[src/hdl/h264_sps_header_parser_defines.svh]
// ----------------------------------------------------------------------------
// SPS parser assertion macros
// Shared concurrent assertion forms, clocked on clk_i, disabled in reset.
// ----------------------------------------------------------------------------
`ifndef H264_SPS_HEADER_PARSER_DEFINES_SVH
`define H264_SPS_HEADER_PARSER_DEFINES_SVH

// same-cycle implication
`define SPS_ASSERT_IMP(lbl, ante, cons, msg) \
  lbl: assert property (@(posedge clk_i) disable iff (!rst_ni) (ante) |-> (cons)) \
    else $error(msg);

// next-cycle implication
`define SPS_ASSERT_NXT(lbl, ante, cons, msg) \
  lbl: assert property (@(posedge clk_i) disable iff (!rst_ni) (ante) |=> (cons)) \
    else $error(msg);

`endif

[src/hdl/sps_pkg.sv]
// ----------------------------------------------------------------------------
// SPS parser package
// Shared types, syntax steps, field kinds and aspect ratio tables.
// ----------------------------------------------------------------------------
package sps_pkg;

  localparam int unsigned PrefixBytes = 4;
  localparam int unsigned FifoDepth   = 4;
  localparam int unsigned FifoPtrW    = $clog2(FifoDepth);

  localparam logic [6:0] KIND_IDLE = 7'd0;
  localparam logic [6:0] KIND_UE   = 7'd64;
  localparam logic [6:0] KIND_SE   = 7'd65;

  localparam logic [3:0] ERR_NONE    = 4'd0;
  localparam logic [3:0] ERR_PROFILE = 4'd1;
  localparam logic [3:0] ERR_SPSID   = 4'd2;
  localparam logic [3:0] ERR_CHROMA  = 4'd3;
  localparam logic [3:0] ERR_DEPTH   = 4'd4;
  localparam logic [3:0] ERR_FRMNUM  = 4'd5;
  localparam logic [3:0] ERR_POCTYPE = 4'd6;
  localparam logic [3:0] ERR_POCCYC  = 4'd7;
  localparam logic [3:0] ERR_REFFRM  = 4'd8;
  localparam logic [3:0] ERR_DIRECT  = 4'd9;
  localparam logic [3:0] ERR_TRUNC   = 4'd10;

  typedef struct packed {
    logic [7:0] data;
    logic       parse;
    logic       last;
  } item_t;

  typedef enum logic [51:0] {
    S_HDR = 52'd1 << 0, S_PROFILE = 52'd1 << 1, S_CONSTR = 52'd1 << 2,
    S_LEVEL = 52'd1 << 3, S_SPSID = 52'd1 << 4, S_CHROMA = 52'd1 << 5,
    S_SEPPLANE = 52'd1 << 6, S_DEPTHL = 52'd1 << 7, S_DEPTHC = 52'd1 << 8,
    S_BYPASS = 52'd1 << 9, S_MATRIX = 52'd1 << 10, S_LISTFLAG = 52'd1 << 11,
    S_DELTA = 52'd1 << 12, S_FRAMENUM = 52'd1 << 13, S_POCTYPE = 52'd1 << 14,
    S_POCLSB = 52'd1 << 15, S_POCZERO = 52'd1 << 16, S_OFFNONREF = 52'd1 << 17,
    S_OFFTB = 52'd1 << 18, S_CYCLE = 52'd1 << 19, S_OFFREF = 52'd1 << 20,
    S_REFFRAMES = 52'd1 << 21, S_GAPS = 52'd1 << 22, S_WIDTH = 52'd1 << 23,
    S_HEIGHT = 52'd1 << 24, S_FRAMEONLY = 52'd1 << 25, S_MBAFF = 52'd1 << 26,
    S_DIRECT = 52'd1 << 27, S_CROPFLAG = 52'd1 << 28, S_CROPL = 52'd1 << 29,
    S_CROPR = 52'd1 << 30, S_CROPT = 52'd1 << 31, S_CROPB = 52'd1 << 32,
    S_VUIFLAG = 52'd1 << 33, S_ARFLAG = 52'd1 << 34, S_ARIDC = 52'd1 << 35,
    S_SARW = 52'd1 << 36, S_SARH = 52'd1 << 37, S_OVERFLAG = 52'd1 << 38,
    S_OVERAPP = 52'd1 << 39, S_VSFLAG = 52'd1 << 40, S_VSFMT = 52'd1 << 41,
    S_COLFLAG = 52'd1 << 42, S_COLDESC = 52'd1 << 43, S_CLFLAG = 52'd1 << 44,
    S_CLTOP = 52'd1 << 45, S_CLBOT = 52'd1 << 46, S_TIMFLAG = 52'd1 << 47,
    S_UNITS = 52'd1 << 48, S_TSCALE = 52'd1 << 49, S_FIXED = 52'd1 << 50,
    S_DONE = 52'd1 << 51
  } step_e;

  function automatic logic [6:0] field_kind(step_e s);
    logic [6:0] k;
    case (s)
      S_HDR, S_PROFILE, S_CONSTR, S_LEVEL, S_ARIDC: k = 7'd8;
      S_SEPPLANE, S_BYPASS, S_MATRIX, S_LISTFLAG, S_POCZERO, S_GAPS,
      S_FRAMEONLY, S_MBAFF, S_DIRECT, S_CROPFLAG, S_VUIFLAG, S_ARFLAG,
      S_OVERFLAG, S_OVERAPP, S_VSFLAG, S_COLFLAG, S_CLFLAG, S_TIMFLAG,
      S_FIXED: k = 7'd1;
      S_SARW, S_SARH: k = 7'd16;
      S_VSFMT: k = 7'd4;
      S_COLDESC: k = 7'd24;
      S_UNITS, S_TSCALE: k = 7'd32;
      S_DELTA, S_OFFNONREF, S_OFFTB, S_OFFREF: k = KIND_SE;
      S_DONE: k = KIND_IDLE;
      default: k = KIND_UE;
    endcase
    return k;
  endfunction

  function automatic logic [15:0] sar_num(logic [3:0] idc);
    logic [15:0] r;
    case (idc)
      4'd2: r = 16'd12;  4'd3: r = 16'd10;  4'd4: r = 16'd16;
      4'd5: r = 16'd40;  4'd6: r = 16'd24;  4'd7: r = 16'd20;
      4'd8: r = 16'd32;  4'd9: r = 16'd80;  4'd10: r = 16'd18;
      4'd11: r = 16'd15; 4'd12: r = 16'd64; 4'd13: r = 16'd160;
      default: r = 16'd1;
    endcase
    return r;
  endfunction

  function automatic logic [15:0] sar_den(logic [3:0] idc);
    logic [15:0] r;
    case (idc)
      4'd2, 4'd3, 4'd4, 4'd6, 4'd7, 4'd8, 4'd10, 4'd11: r = 16'd11;
      4'd5, 4'd9, 4'd12: r = 16'd33;
      4'd13: r = 16'd99;
      default: r = 16'd1;
    endcase
    return r;
  endfunction

endpackage

[src/hdl/sps_front.sv]
// ----------------------------------------------------------------------------
// SPS front end
// Skips the start-code prefix and marks emulation-prevention bytes.
// ----------------------------------------------------------------------------
module sps_front (
  input  logic            clk_i,
  input  logic            rst_ni,
  input  logic            accept_i,
  input  logic [7:0]      byte_i,
  input  logic            last_i,
  output sps_pkg::item_t  item_o
);

  logic [2:0] bcnt_q, bcnt_d;
  logic [1:0] zrun_q, zrun_d;
  logic       in_prefix, epb;

  assign in_prefix = bcnt_q < 3'(sps_pkg::PrefixBytes);
  assign epb       = !in_prefix && zrun_q == 2'd2 && byte_i == 8'h03;

  always_comb begin
    bcnt_d = bcnt_q;
    zrun_d = zrun_q;
    if (accept_i) begin
      if (in_prefix) begin
        bcnt_d = bcnt_q + 3'd1;
      end else if (epb) begin
        zrun_d = 2'd0;
      end else if (byte_i != 8'd0) begin
        zrun_d = 2'd0;
      end else if (zrun_q != 2'd2) begin
        zrun_d = zrun_q + 2'd1;
      end
      if (last_i) begin
        bcnt_d = 3'd0;
        zrun_d = 2'd0;
      end
    end
  end

  always_ff @(posedge clk_i or negedge rst_ni) begin
    if (!rst_ni) begin
      bcnt_q <= 3'd0;
      zrun_q <= 2'd0;
    end else begin
      bcnt_q <= bcnt_d;
      zrun_q <= zrun_d;
    end
  end

  assign item_o.data  = byte_i;
  assign item_o.parse = !in_prefix && !epb;
  assign item_o.last  = last_i;

endmodule

[src/hdl/sps_fifo.sv]
// ----------------------------------------------------------------------------
// SPS byte queue
// Small register queue between front end and bit parser.
// ----------------------------------------------------------------------------
module sps_fifo (
  input  logic            clk_i,
  input  logic            rst_ni,
  input  logic            push_i,
  input  sps_pkg::item_t  item_i,
  output logic            full_o,
  input  logic            pop_i,
  output logic            valid_o,
  output sps_pkg::item_t  item_o
);

  localparam int unsigned PW = sps_pkg::FifoPtrW;

  sps_pkg::item_t mem_q [sps_pkg::FifoDepth];
  logic [PW-1:0]  wr_q, rd_q;
  logic [PW:0]    cnt_q;

  assign full_o  = cnt_q == (PW+1)'(sps_pkg::FifoDepth);
  assign valid_o = cnt_q != '0;
  assign item_o  = mem_q[rd_q];

  always_ff @(posedge clk_i) begin
    if (push_i) begin
      mem_q[wr_q] <= item_i;
    end
  end

  always_ff @(posedge clk_i or negedge rst_ni) begin
    if (!rst_ni) begin
      wr_q  <= '0;
      rd_q  <= '0;
      cnt_q <= '0;
    end else begin
      if (push_i) begin
        wr_q <= wr_q + PW'(1);
      end
      if (pop_i) begin
        rd_q <= rd_q + PW'(1);
      end
      cnt_q <= cnt_q + (PW+1)'(push_i) - (PW+1)'(pop_i);
    end
  end

endmodule

[src/hdl/sps_back.sv]
// ----------------------------------------------------------------------------
// SPS bit parser
// Decodes the syntax one bit per cycle while it holds a byte and registers the result transfer.
// ----------------------------------------------------------------------------
`include "h264_sps_header_parser_defines.svh"

module sps_back (
  input  logic            clk_i,
  input  logic            rst_ni,
  input  logic            want_aspect_i,
  input  logic            valid_i,
  input  sps_pkg::item_t  item_i,
  output logic            pop_o,
  output logic            m_valid_o,
  input  logic            m_ready_i,
  output logic [71:0]     m_data_o
);

  sps_pkg::step_e step_q, step_d;
  logic        busy_q, busy_d, lastb_q, lastb_d;
  logic [3:0]  left_q, left_d;
  logic [7:0]  sh_q, sh_d;
  logic [5:0]  bc_q, bc_d;
  logic [32:0] acc_q, acc_d;
  logic [7:0]  prof_q, prof_d, li_q, li_d, sl_q, sl_d;
  logic [1:0]  cf_q, cf_d;
  logic        fo_q, fo_d;
  logic [6:0]  ci_q, ci_d;
  logic [31:0] wmb_q, wmb_d, hmu_q, hmu_d, crr_q, crr_d, crb_q, crb_d;
  logic [15:0] arw_q, arw_d, arh_q, arh_d;
  logic [3:0]  err_q, err_d;

  logic        ovld_q;
  logic [68:0] odat_q;

  logic        out_free, done_now, ld_out, feed, fin, bitv;
  logic [6:0]  kind;
  logic [33:0] ext;
  logic [31:0] v;
  logic [7:0]  d8, nxt, li_inc;
  logic [6:0]  ci_inc;

  assign out_free = !ovld_q || m_ready_i;
  assign done_now = busy_q && left_q == 4'd0 && (!lastb_q || out_free);
  assign ld_out   = done_now && lastb_q;
  assign pop_o    = valid_i && (!busy_q || done_now);
  assign feed     = busy_q && left_q != 4'd0;
  assign bitv     = sh_q[7];
  assign kind     = sps_pkg::field_kind(step_q);
  assign ext      = {acc_q, bitv};
  assign d8       = v[0] ? (v[8:1] + 8'd1) : (8'd0 - v[8:1]);
  assign nxt      = sl_q + d8;
  assign li_inc   = li_q + 8'd1;
  assign ci_inc   = ci_q + 7'd1;

  always_comb begin
    step_d = step_q; bc_d = bc_q; acc_d = acc_q; prof_d = prof_q; li_d = li_q;
    sl_d = sl_q; cf_d = cf_q; fo_d = fo_q; ci_d = ci_q; wmb_d = wmb_q;
    hmu_d = hmu_q; crr_d = crr_q; crb_d = crb_q; arw_d = arw_q; arh_d = arh_q;
    err_d = err_q; fin = 1'b0; v = '0;
    busy_d = busy_q; left_d = left_q; sh_d = sh_q; lastb_d = lastb_q;

    if (feed) begin
      left_d = left_q - 4'd1;
      sh_d   = {sh_q[6:0], 1'b0};
    end

    if (feed && kind != sps_pkg::KIND_IDLE) begin
      if (kind < sps_pkg::KIND_UE) begin
        acc_d = {acc_q[31:0], bitv};
        bc_d  = bc_q + 6'd1;
        fin   = bc_d == kind[5:0];
        v     = acc_d[31:0];
      end else if (acc_q == '0) begin
        if (!bitv) begin
          if (bc_q != 6'd63) bc_d = bc_q + 6'd1;
        end else begin
          acc_d = 33'd1;
          fin   = bc_q == 6'd0;
        end
      end else begin
        acc_d = (ext > {2'b0, 32'd0} + 34'h1_0000_0000) ? 33'h1_0000_0000 : ext[32:0];
        bc_d  = bc_q - 6'd1;
        fin   = bc_d == 6'd0;
        v     = 32'(acc_d - 33'd1);
      end
      if (fin) begin
        acc_d = '0;
        bc_d  = '0;
        case (step_q)
          sps_pkg::S_HDR:      step_d = sps_pkg::S_PROFILE;
          sps_pkg::S_PROFILE: begin
            prof_d = v[7:0];
            if (v == 32'd66 || v == 32'd77 || v == 32'd88 || v == 32'd100 ||
                v == 32'd110 || v == 32'd122 || v == 32'd244 || v == 32'd44) begin
              step_d = sps_pkg::S_CONSTR;
            end else begin
              err_d = sps_pkg::ERR_PROFILE; step_d = sps_pkg::S_DONE;
            end
          end
          sps_pkg::S_CONSTR:   step_d = sps_pkg::S_LEVEL;
          sps_pkg::S_LEVEL:    step_d = sps_pkg::S_SPSID;
          sps_pkg::S_SPSID: begin
            if (v >= 32'd32) begin
              err_d = sps_pkg::ERR_SPSID; step_d = sps_pkg::S_DONE;
            end else begin
              step_d = (prof_q >= 8'd100) ? sps_pkg::S_CHROMA : sps_pkg::S_FRAMENUM;
            end
          end
          sps_pkg::S_CHROMA: begin
            if (v > 32'd3) begin
              err_d = sps_pkg::ERR_CHROMA; step_d = sps_pkg::S_DONE;
            end else begin
              cf_d   = v[1:0];
              step_d = (v == 32'd3) ? sps_pkg::S_SEPPLANE : sps_pkg::S_DEPTHL;
            end
          end
          sps_pkg::S_SEPPLANE: step_d = sps_pkg::S_DEPTHL;
          sps_pkg::S_DEPTHL, sps_pkg::S_DEPTHC: begin
            if (v > 32'd4) begin
              err_d = sps_pkg::ERR_DEPTH; step_d = sps_pkg::S_DONE;
            end else begin
              step_d = (step_q == sps_pkg::S_DEPTHL) ? sps_pkg::S_DEPTHC
                                                     : sps_pkg::S_BYPASS;
            end
          end
          sps_pkg::S_BYPASS:   step_d = sps_pkg::S_MATRIX;
          sps_pkg::S_MATRIX: begin
            li_d   = '0;
            step_d = v[0] ? sps_pkg::S_LISTFLAG : sps_pkg::S_FRAMENUM;
          end
          sps_pkg::S_LISTFLAG: begin
            if (v[0]) begin
              sl_d = 8'd8; ci_d = '0; step_d = sps_pkg::S_DELTA;
            end else begin
              li_d   = li_inc;
              step_d = (li_inc >= ((cf_q == 2'd3) ? 8'd12 : 8'd8)) ?
                       sps_pkg::S_FRAMENUM : sps_pkg::S_LISTFLAG;
            end
          end
          sps_pkg::S_DELTA: begin
            if (nxt != 8'd0) sl_d = nxt;
            ci_d = ci_inc;
            if (nxt == 8'd0 || ci_inc >= ((li_q < 8'd6) ? 7'd16 : 7'd64)) begin
              li_d   = li_inc;
              step_d = (li_inc >= ((cf_q == 2'd3) ? 8'd12 : 8'd8)) ?
                       sps_pkg::S_FRAMENUM : sps_pkg::S_LISTFLAG;
            end
          end
          sps_pkg::S_FRAMENUM: begin
            if (v > 32'd12) begin
              err_d = sps_pkg::ERR_FRMNUM; step_d = sps_pkg::S_DONE;
            end else begin
              step_d = sps_pkg::S_POCTYPE;
            end
          end
          sps_pkg::S_POCTYPE: begin
            if (v > 32'd2) begin
              err_d = sps_pkg::ERR_POCTYPE; step_d = sps_pkg::S_DONE;
            end else if (v == 32'd0) begin
              step_d = sps_pkg::S_POCLSB;
            end else if (v == 32'd1) begin
              step_d = sps_pkg::S_POCZERO;
            end else begin
              step_d = sps_pkg::S_REFFRAMES;
            end
          end
          sps_pkg::S_POCLSB:    step_d = sps_pkg::S_REFFRAMES;
          sps_pkg::S_POCZERO:   step_d = sps_pkg::S_OFFNONREF;
          sps_pkg::S_OFFNONREF: step_d = sps_pkg::S_OFFTB;
          sps_pkg::S_OFFTB:     step_d = sps_pkg::S_CYCLE;
          sps_pkg::S_CYCLE: begin
            if (v[31:8] != '0) begin
              err_d = sps_pkg::ERR_POCCYC; step_d = sps_pkg::S_DONE;
            end else begin
              li_d   = v[7:0];
              step_d = (v == 32'd0) ? sps_pkg::S_REFFRAMES : sps_pkg::S_OFFREF;
            end
          end
          sps_pkg::S_OFFREF: begin
            li_d = li_q - 8'd1;
            if (li_d == 8'd0) step_d = sps_pkg::S_REFFRAMES;
          end
          sps_pkg::S_REFFRAMES: begin
            if (v > 32'd16) begin
              err_d = sps_pkg::ERR_REFFRM; step_d = sps_pkg::S_DONE;
            end else begin
              step_d = sps_pkg::S_GAPS;
            end
          end
          sps_pkg::S_GAPS:   step_d = sps_pkg::S_WIDTH;
          sps_pkg::S_WIDTH:  begin wmb_d = v; step_d = sps_pkg::S_HEIGHT; end
          sps_pkg::S_HEIGHT: begin hmu_d = v; step_d = sps_pkg::S_FRAMEONLY; end
          sps_pkg::S_FRAMEONLY: begin
            fo_d   = v[0];
            step_d = v[0] ? sps_pkg::S_DIRECT : sps_pkg::S_MBAFF;
          end
          sps_pkg::S_MBAFF:  step_d = sps_pkg::S_DIRECT;
          sps_pkg::S_DIRECT: begin
            if (!fo_q && !v[0]) begin
              err_d = sps_pkg::ERR_DIRECT; step_d = sps_pkg::S_DONE;
            end else begin
              step_d = sps_pkg::S_CROPFLAG;
            end
          end
          sps_pkg::S_CROPFLAG: begin
            if (v[0]) step_d = sps_pkg::S_CROPL;
            else step_d = want_aspect_i ? sps_pkg::S_VUIFLAG : sps_pkg::S_DONE;
          end
          sps_pkg::S_CROPL: step_d = sps_pkg::S_CROPR;
          sps_pkg::S_CROPR: begin crr_d = v; step_d = sps_pkg::S_CROPT; end
          sps_pkg::S_CROPT: step_d = sps_pkg::S_CROPB;
          sps_pkg::S_CROPB: begin
            crb_d  = v;
            step_d = want_aspect_i ? sps_pkg::S_VUIFLAG : sps_pkg::S_DONE;
          end
          sps_pkg::S_VUIFLAG: step_d = v[0] ? sps_pkg::S_ARFLAG : sps_pkg::S_DONE;
          sps_pkg::S_ARFLAG:  step_d = v[0] ? sps_pkg::S_ARIDC : sps_pkg::S_OVERFLAG;
          sps_pkg::S_ARIDC: begin
            if (v < 32'd14) begin
              arw_d = sps_pkg::sar_num(v[3:0]);
              arh_d = sps_pkg::sar_den(v[3:0]);
            end
            step_d = (v == 32'd255) ? sps_pkg::S_SARW : sps_pkg::S_OVERFLAG;
          end
          sps_pkg::S_SARW: begin arw_d = v[15:0]; step_d = sps_pkg::S_SARH; end
          sps_pkg::S_SARH: begin arh_d = v[15:0]; step_d = sps_pkg::S_OVERFLAG; end
          sps_pkg::S_OVERFLAG: step_d = v[0] ? sps_pkg::S_OVERAPP : sps_pkg::S_VSFLAG;
          sps_pkg::S_OVERAPP:  step_d = sps_pkg::S_VSFLAG;
          sps_pkg::S_VSFLAG:   step_d = v[0] ? sps_pkg::S_VSFMT : sps_pkg::S_CLFLAG;
          sps_pkg::S_VSFMT:    step_d = sps_pkg::S_COLFLAG;
          sps_pkg::S_COLFLAG:  step_d = v[0] ? sps_pkg::S_COLDESC : sps_pkg::S_CLFLAG;
          sps_pkg::S_COLDESC:  step_d = sps_pkg::S_CLFLAG;
          sps_pkg::S_CLFLAG:   step_d = v[0] ? sps_pkg::S_CLTOP : sps_pkg::S_TIMFLAG;
          sps_pkg::S_CLTOP:    step_d = sps_pkg::S_CLBOT;
          sps_pkg::S_CLBOT:    step_d = sps_pkg::S_TIMFLAG;
          sps_pkg::S_TIMFLAG:  step_d = v[0] ? sps_pkg::S_UNITS : sps_pkg::S_DONE;
          sps_pkg::S_UNITS:    step_d = sps_pkg::S_TSCALE;
          sps_pkg::S_TSCALE:   step_d = sps_pkg::S_FIXED;
          sps_pkg::S_FIXED:    step_d = sps_pkg::S_DONE;
          default:             step_d = sps_pkg::S_DONE;
        endcase
      end
    end

    if (done_now) busy_d = 1'b0;
    if (ld_out) begin
      step_d = sps_pkg::S_HDR; bc_d = '0; acc_d = '0; prof_d = '0; cf_d = 2'd1;
      fo_d = 1'b0; li_d = '0; ci_d = '0; sl_d = 8'd8; wmb_d = '0; hmu_d = '0;
      crr_d = '0; crb_d = '0; arw_d = 16'd1; arh_d = 16'd1; err_d = '0;
    end
    if (pop_o) begin
      busy_d  = 1'b1;
      sh_d    = item_i.data;
      left_d  = item_i.parse ? 4'd8 : 4'd0;
      lastb_d = item_i.last;
    end
  end

  // result fields from the registered syntax state
  logic [3:0]  ferr;
  logic [36:0] fw;
  logic [37:0] fh, fcw, fch;
  logic [37:0] rw, rh;
  logic [15:0] ow, oh;
  logic        two_fields;

  assign ferr = (err_q != sps_pkg::ERR_NONE) ? err_q :
                (step_q != sps_pkg::S_DONE) ? sps_pkg::ERR_TRUNC : sps_pkg::ERR_NONE;
  assign two_fields = !fo_q;
  assign fw  = ({5'd0, wmb_q} + 37'd1) << 4;
  assign fh  = (({6'd0, hmu_q} + 38'd1) << 4) << two_fields;
  assign fcw = {6'd0, crr_q} << ((cf_q == 2'd1 || cf_q == 2'd2) ? 1 : 0);
  assign fch = ({6'd0, crb_q} << two_fields) << ((cf_q == 2'd1) ? 1 : 0);
  assign rw  = (fcw > {1'b0, fw}) ? '0 : {1'b0, fw} - fcw;
  assign rh  = (fch > fh) ? '0 : fh - fch;
  assign ow  = (rw[37:16] != '0) ? 16'hFFFF : rw[15:0];
  assign oh  = (rh[37:16] != '0) ? 16'hFFFF : rh[15:0];

  always_ff @(posedge clk_i) begin
    if (ld_out) begin
      if (ferr == sps_pkg::ERR_NONE) begin
        odat_q <= {arh_q, arw_q, oh, ow, ferr, 1'b1};
      end else begin
        odat_q <= {64'd0, ferr, 1'b0};
      end
    end
  end

  always_ff @(posedge clk_i or negedge rst_ni) begin
    if (!rst_ni) begin
      busy_q <= 1'b0; left_q <= '0; lastb_q <= 1'b0; ovld_q <= 1'b0;
      step_q <= sps_pkg::S_HDR; bc_q <= '0; acc_q <= '0; prof_q <= '0;
      cf_q <= 2'd1; fo_q <= 1'b0; li_q <= '0; ci_q <= '0; sl_q <= 8'd8;
      wmb_q <= '0; hmu_q <= '0; crr_q <= '0; crb_q <= '0;
      arw_q <= 16'd1; arh_q <= 16'd1; err_q <= '0; sh_q <= '0;
    end else begin
      busy_q <= busy_d; left_q <= left_d; lastb_q <= lastb_d; sh_q <= sh_d;
      ovld_q <= ld_out ? 1'b1 : (m_ready_i ? 1'b0 : ovld_q);
      step_q <= step_d; bc_q <= bc_d; acc_q <= acc_d; prof_q <= prof_d;
      cf_q <= cf_d; fo_q <= fo_d; li_q <= li_d; ci_q <= ci_d; sl_q <= sl_d;
      wmb_q <= wmb_d; hmu_q <= hmu_d; crr_q <= crr_d; crb_q <= crb_d;
      arw_q <= arw_d; arh_q <= arh_d; err_q <= err_d;
    end
  end

  assign m_valid_o = ovld_q;
  assign m_data_o  = {3'd0, odat_q};

  `SPS_ASSERT_IMP(a_load_free, ld_out, !ovld_q || m_ready_i, "result overwritten")
  `SPS_ASSERT_NXT(a_load_valid, ld_out, ovld_q, "result lost")
  `SPS_ASSERT_IMP(a_ok_code, ovld_q, m_data_o[0] == (m_data_o[4:1] == sps_pkg::ERR_NONE),
                  "ok flag disagrees with error code")

endmodule

[src/hdl/h264_sps_header_parser.sv]
// ----------------------------------------------------------------------------
// H.264 SPS header parser
// Top level: front end, byte queue, bit parser.
// ----------------------------------------------------------------------------
// Takes one NAL byte per transfer (tlast on the final byte) and returns one
// result per NAL unit. A byte that carries syntax goes through eight bit steps
// plus a hand-off in the bit parser; prefix and emulation-prevention bytes take
// only the hand-off. A four-entry queue decouples input from the parser, and
// the result sits in an output register, so new bytes are taken while it waits.
module h264_sps_header_parser (
  input  logic        clk_i,
  input  logic        rst_ni,
  input  logic        cfg_we_i,
  input  logic        cfg_wdata_i,      // want_aspect
  input  logic        s_axis_tvalid_i,
  output logic        s_axis_tready_o,
  input  logic [7:0]  s_axis_tdata_i,   // [7:0] nal_byte
  input  logic        s_axis_tlast_i,   // last_byte
  output logic        m_axis_tvalid_o,
  input  logic        m_axis_tready_i,
  output logic [71:0] m_axis_tdata_o    // ok, error_code[4], pic_width[16],
                                        // pic_height[16], aspect_width[16],
                                        // aspect_height[16], zero pad
);

  logic           want_q;
  logic           full, accept, q_valid, pop;
  sps_pkg::item_t f_item, q_item;

  always_ff @(posedge clk_i or negedge rst_ni) begin
    if (!rst_ni) begin
      want_q <= 1'b1;
    end else if (cfg_we_i) begin
      want_q <= cfg_wdata_i;
    end
  end

  assign s_axis_tready_o = !full;
  assign accept          = s_axis_tvalid_i && !full;

  sps_front u_front (
    .clk_i    (clk_i),
    .rst_ni   (rst_ni),
    .accept_i (accept),
    .byte_i   (s_axis_tdata_i),
    .last_i   (s_axis_tlast_i),
    .item_o   (f_item)
  );

  sps_fifo u_fifo (
    .clk_i   (clk_i),
    .rst_ni  (rst_ni),
    .push_i  (accept),
    .item_i  (f_item),
    .full_o  (full),
    .pop_i   (pop),
    .valid_o (q_valid),
    .item_o  (q_item)
  );

  sps_back u_back (
    .clk_i         (clk_i),
    .rst_ni        (rst_ni),
    .want_aspect_i (want_q),
    .valid_i       (q_valid),
    .item_i        (q_item),
    .pop_o         (pop),
    .m_valid_o     (m_axis_tvalid_o),
    .m_ready_i     (m_axis_tready_i),
    .m_data_o      (m_axis_tdata_o)
  );

endmodule
[config.mk]
export PLATFORM = sky130hd
export DESIGN_NAME = h264_sps_header_parser
export DESIGN_NICKNAME = d
export VERILOG_FILES = /design/src/hdl/sps_pkg.sv /design/src/hdl/sps_front.sv /design/src/hdl/sps_fifo.sv /design/src/hdl/sps_back.sv /design/src/hdl/h264_sps_header_parser.sv
export VERILOG_INCLUDE_DIRS = /design/src /design/src/hdl
export SDC_FILE = /design/constraint.sdc
export NUM_CORES = 1
export LEC_CHECK = 0
export ABC_AREA = 1
export ABC_CLOCK_PERIOD_IN_PS = 9140
export BUFFER_PORTS_ARGS = -buffer_cell sky130_fd_sc_hd__buf_4
export CAP_MARGIN = 30
export CORE_ASPECT_RATIO = 0.7
export CORE_UTILIZATION = 60
export DETAILED_ROUTE_END_ITERATION = 7
export GPL_ROUTABILITY_DRIVEN = 0
export GPL_TIMING_DRIVEN = 0
export PLACE_DENSITY = 0.74
export SYNTH_ARGS = -nofsm -noshare
export SYNTH_HDL_FRONTEND = slang
export SYNTH_SLANG_ARGS = --single-unit
[constraint.sdc]
create_clock -name clk_i -period 9.14 [get_ports clk_i]
set_clock_uncertainty 0.2 [all_clocks]
set_input_delay 0.457 -clock clk_i [delete_from_list [all_inputs] [get_ports clk_i]]
set_output_delay 0.457 -clock clk_i [all_outputs]
set_load 0.005 [all_outputs]
==> metrics list <==
- Most frequent cells after synthesis: sky130_fd_sc_hd__nand2_1 (1039), sky130_fd_sc_hd__inv_1 (551), sky130_fd_sc_hd__nor2_1 (483)
- In the final timing run, aggregate negative setup slack is 0 ns.
- Fraction of synthesized cell area taken by the top area cell type: 0.2546
- Headroom to the max-slew limit came out at 0.3219.
* Minimum clock period after layout: 7.591 ns
- Slew Viols, Final: 0
- In this run the deepest clock path goes through 3 buffers.
- Post-synthesis sequential area ratio: 0.3675
* Largest net degree at the start of global routing: 118
- Across the whole layout, storage elements account for 11160 um2.
- The number of hold violations in the final report is 0.
- The H-tree generated during clock tree synthesis spans 2 levels.
- Skew-Pair Late Insertion Delay: 0.61 ns
- The mapped netlist covers 30370 um2.
- Worst Setup Start Kind: flop
- The die is 270.9 um wide.
- sky130_fd_sc_hd__dfrtp_1 takes more of the synthesized area than any other cell.
* Synth Warn #: 0
- The final reports fail on design-rule violations.
- Most common flop cell mapped by yosys: sky130_fd_sc_hd__dfrtp_1
- The initial utilization of the core area, before any placement, comes to 0.6123.
- Share of synthesized cell area in and, or, nand and nor gates: 0.2954
- The flow ran to the end, but the final reports show violations.
- Across the run, the number of max-cap violations was 0.
* Adder and majority cell fraction of the synthesized area: 0.04251
* Routed len/inst: 18.60 um
* Gate count after technology mapping: 4301
- The die covers 51540 um2.
- Dividing the detail-routed via count by the number of cells gives 5.911.
- Of the available clock period, the critical path in the final layout requires 0.8305.
* Overflow after GRT: 0
- Top-count cell post-synth: sky130_fd_sc_hd__nand2_1
- Of the total synthesized cell area, the portion taken by XOR and XNOR cells is 0.04412.
- The final layout contains routed wiring with a total length of 95830 um.
- In this design, the stage delay of the slowest critical-path cell is 0.42 ns.
* Initial DRC Count: 3834
- Detailed-router iteration count before antenna repair: 8
* Total routing resource utilization after global routing: 0.3732
- DRC: 27
- The synthesized netlist contains 72 unique library cells.
* Antenna-violating nets left: 0
- After synthesis, the cell types taking the most area are sky130_fd_sc_hd__dfrtp_1 (25%), sky130_fd_sc_hd__nand2_1 (13%), sky130_fd_sc_hd__edfxtp_1 (11%).
- Layout overhead on the synthesized area: 10.98%
- At the worst endpoint, the required time is 9.47 ns.
- Fill cells in the final layout number 4446.
* Via count: 30460
* Number of register bits inferred by synthesis: 424
* Combinational family with the most area after synthesis: simple AND/OR/NAND/NOR gates
- Measured against the total synthesized area, the mux share comes to 0.008610.
* Path category of the worst min-delay check: in -> reg
- HPWL reported at the end of detailed placement: 72360 um
* Dominant cell type by count on the critical path: sky130_fd_sc_hd__nand2_1
- In this run the count of I/O pins placed on the die edge is 89.
* Type of destination of the critical path: flop
* Share of layout cells above drive strength 1: 0.07821
- Measured along the y axis, the die boundary spans 190.2 um.
- Via count of the first global-routing pass: 27870
- Number of gates resized after CTS: 0
- The compound-gate portion of the synthesized area was 0.1450.
- The initial antenna violation count came to 1.
- Worst Tran Pin Value: 1.013 ns
- The repair_antennas step left the layout with diodes totalling 0.
* First-pass GRT wire length: 151700 um
- For this run, asynchronously set or reset flops after synthesis account for 0.7429.
- The multi-input combinational cells in the finished layout cover a total of 16280 um2.
- Count of flip-flops with a built-in enable after synthesis: 109
* Maximum frequency from static timing analysis: 131.7 MHz
* Placement row count: 68
* CTS tree: yes
- Endpoint arrival time on the critical path: 7.92 ns
- The total area inside the core boundary comes to 49600 um2.
- Setup violations remaining at the end of the flow were counted as 0.
- Net total in the final layout: 4569
* Number of clock sinks: 424
- Of all nets on the critical path, the largest fanout is 10.
- Avg Cell Area, Syn: 7.062 um2
- The critical path in this run is classified as reg -> reg.
* Slowest cell on crit path: sky130_fd_sc_hd__or4_1
- Unrepaired setup endpoints after global routing: no
* Total clock buffers created by CTS: 44
* Number of buffers added on ports: 85
* Clock root buffer master: sky130_fd_sc_hd__clkbuf_16
* Clock transition at path regs: 0.07 ns
path summary, 6_finish.rpt:
kind	start	endpoint	slack (ns)	cells past startpoint
max reg2reg	u_back.acc_q[4]	u_back.step_q[46]	1.55	36
max in group asynchronous	rst_ni	u_back.arh_q[14]	7.37	3
min reg2reg	u_back.sl_q[7]	u_back.sl_q[7]	0.28	2
min in group asynchronous	rst_ni	u_front.zrun_q[0]	0.26	2
max	u_back.acc_q[4]	u_back.step_q[46]	1.55	36
min	s_axis_tvalid_i	u_fifo.wr_q[0]	0.17	3
registers in the layout, indices dropped and copies added (netlist names), 3 cells and up:
register,cells
u_back.odat_q,69
u_back.step_q,52
u_fifo.mem_q,40
u_back.acc_q,33
u_back.crb_q,32
u_back.crr_q,32
u_back.hmu_q,32
u_back.wmb_q,32
u_back.arh_q,16
u_back.arw_q,16
u_back.li_q,8
u_back.sh_q,8
u_back.sl_q,8
u_back.ci_q,7
u_back.bc_q,6
u_back.prof_q,6
u_back.err_q,4
u_back.left_q,4
u_fifo.cnt_q,3
u_front.bcnt_q,3
area by class of cell:
cell class	count	area share
multi-input cells	3149	0.4829
clock buffers	55	0.03727
flip-flops and latches	424	0.3312
clock inverters	27	0.01076
inverters	572	0.06369
repair buffers	103	0.02591
plain buffers	158	0.02357
well taps	665	0.02468
through the flow:
step | setup slack, ns | std cells | cell area (um2) | util | hold WS (ns)
6_report | 1.549 | 5153 | 33710 | 0.6796 | 0.1702
2_1_floorplan | 3.617 | 4303 | 30380 | - | -0.03859
3_3_place_gp | 1.286 | 5053 | 31850 | 0.6421 | 0.2561
3_5_place_dp | 2.099 | 5057 | 31950 | 0.6442 | 0.2614
4_1_cts | 1.977 | 5152 | 33700 | 0.6794 | 0.1647
5_1_grt | 1.245 | 5153 | 33710 | 0.6796 | 0.2346
routing by layer:
layer  routed length, um  GRT usage  part of all wire
met1               43120     0.5577              0.45
met2               36990     0.5130              0.39
met3               12990     0.1166              0.14
met4                2730     0.1063             0.028
met5                   0          0                 0
cell families after synthesis:
logic type,after synthesis
xor+xnor,153
compound gates,787
simple gates,2078
flops,424
mux,26
fa+ha+maj,102
buf+inv,730
other cells,1
repair_timing:
item                      in CTS  in global routing
hold endpoints to repair     121                  0
hold buffers                  13                  0
setup buffers                  0                  0
cells in the final DEF, fill, tap and decap left out, drive strengths merged, types with 12 or more instances in the layout:
| master | count |
|---|---|
| clkbuf | 150 |
| a21oi | 129 |
| or2 | 12 |
| nor3 | 68 |
| nand2 | 1071 |
| a31oi | 19 |
| dfrtp | 309 |
| a21o | 12 |
| dlygate4sd3 | 13 |
| o22ai | 30 |
| o211ai | 16 |
| ha | 100 |
| xnor2 | 30 |
| inv | 572 |
| nand4 | 78 |
| nor2 | 529 |
| nand3 | 265 |
| o21ai | 494 |
| buf | 153 |
| nor4 | 32 |
| edfxtp | 109 |
| nand3b | 14 |
| mux2i | 25 |
| xor2 | 123 |
| o41ai | 16 |
| clkinv | 19 |
critical path, delay by kind of cell, from the launching register on:
family / cells / cell delay (ns)
xor+xnor: 2 / 0.41
buf+inv: 7 / 1.72
flops: 1 / 0.37
compound gates: 5 / 0.80
fa+ha+maj: 2 / 0.60
simple gates: 20 / 3.40
Power is left out: the tool's default activity adds up to more than one toggle a clock period on the data nets, which glitch-free logic cannot reach.
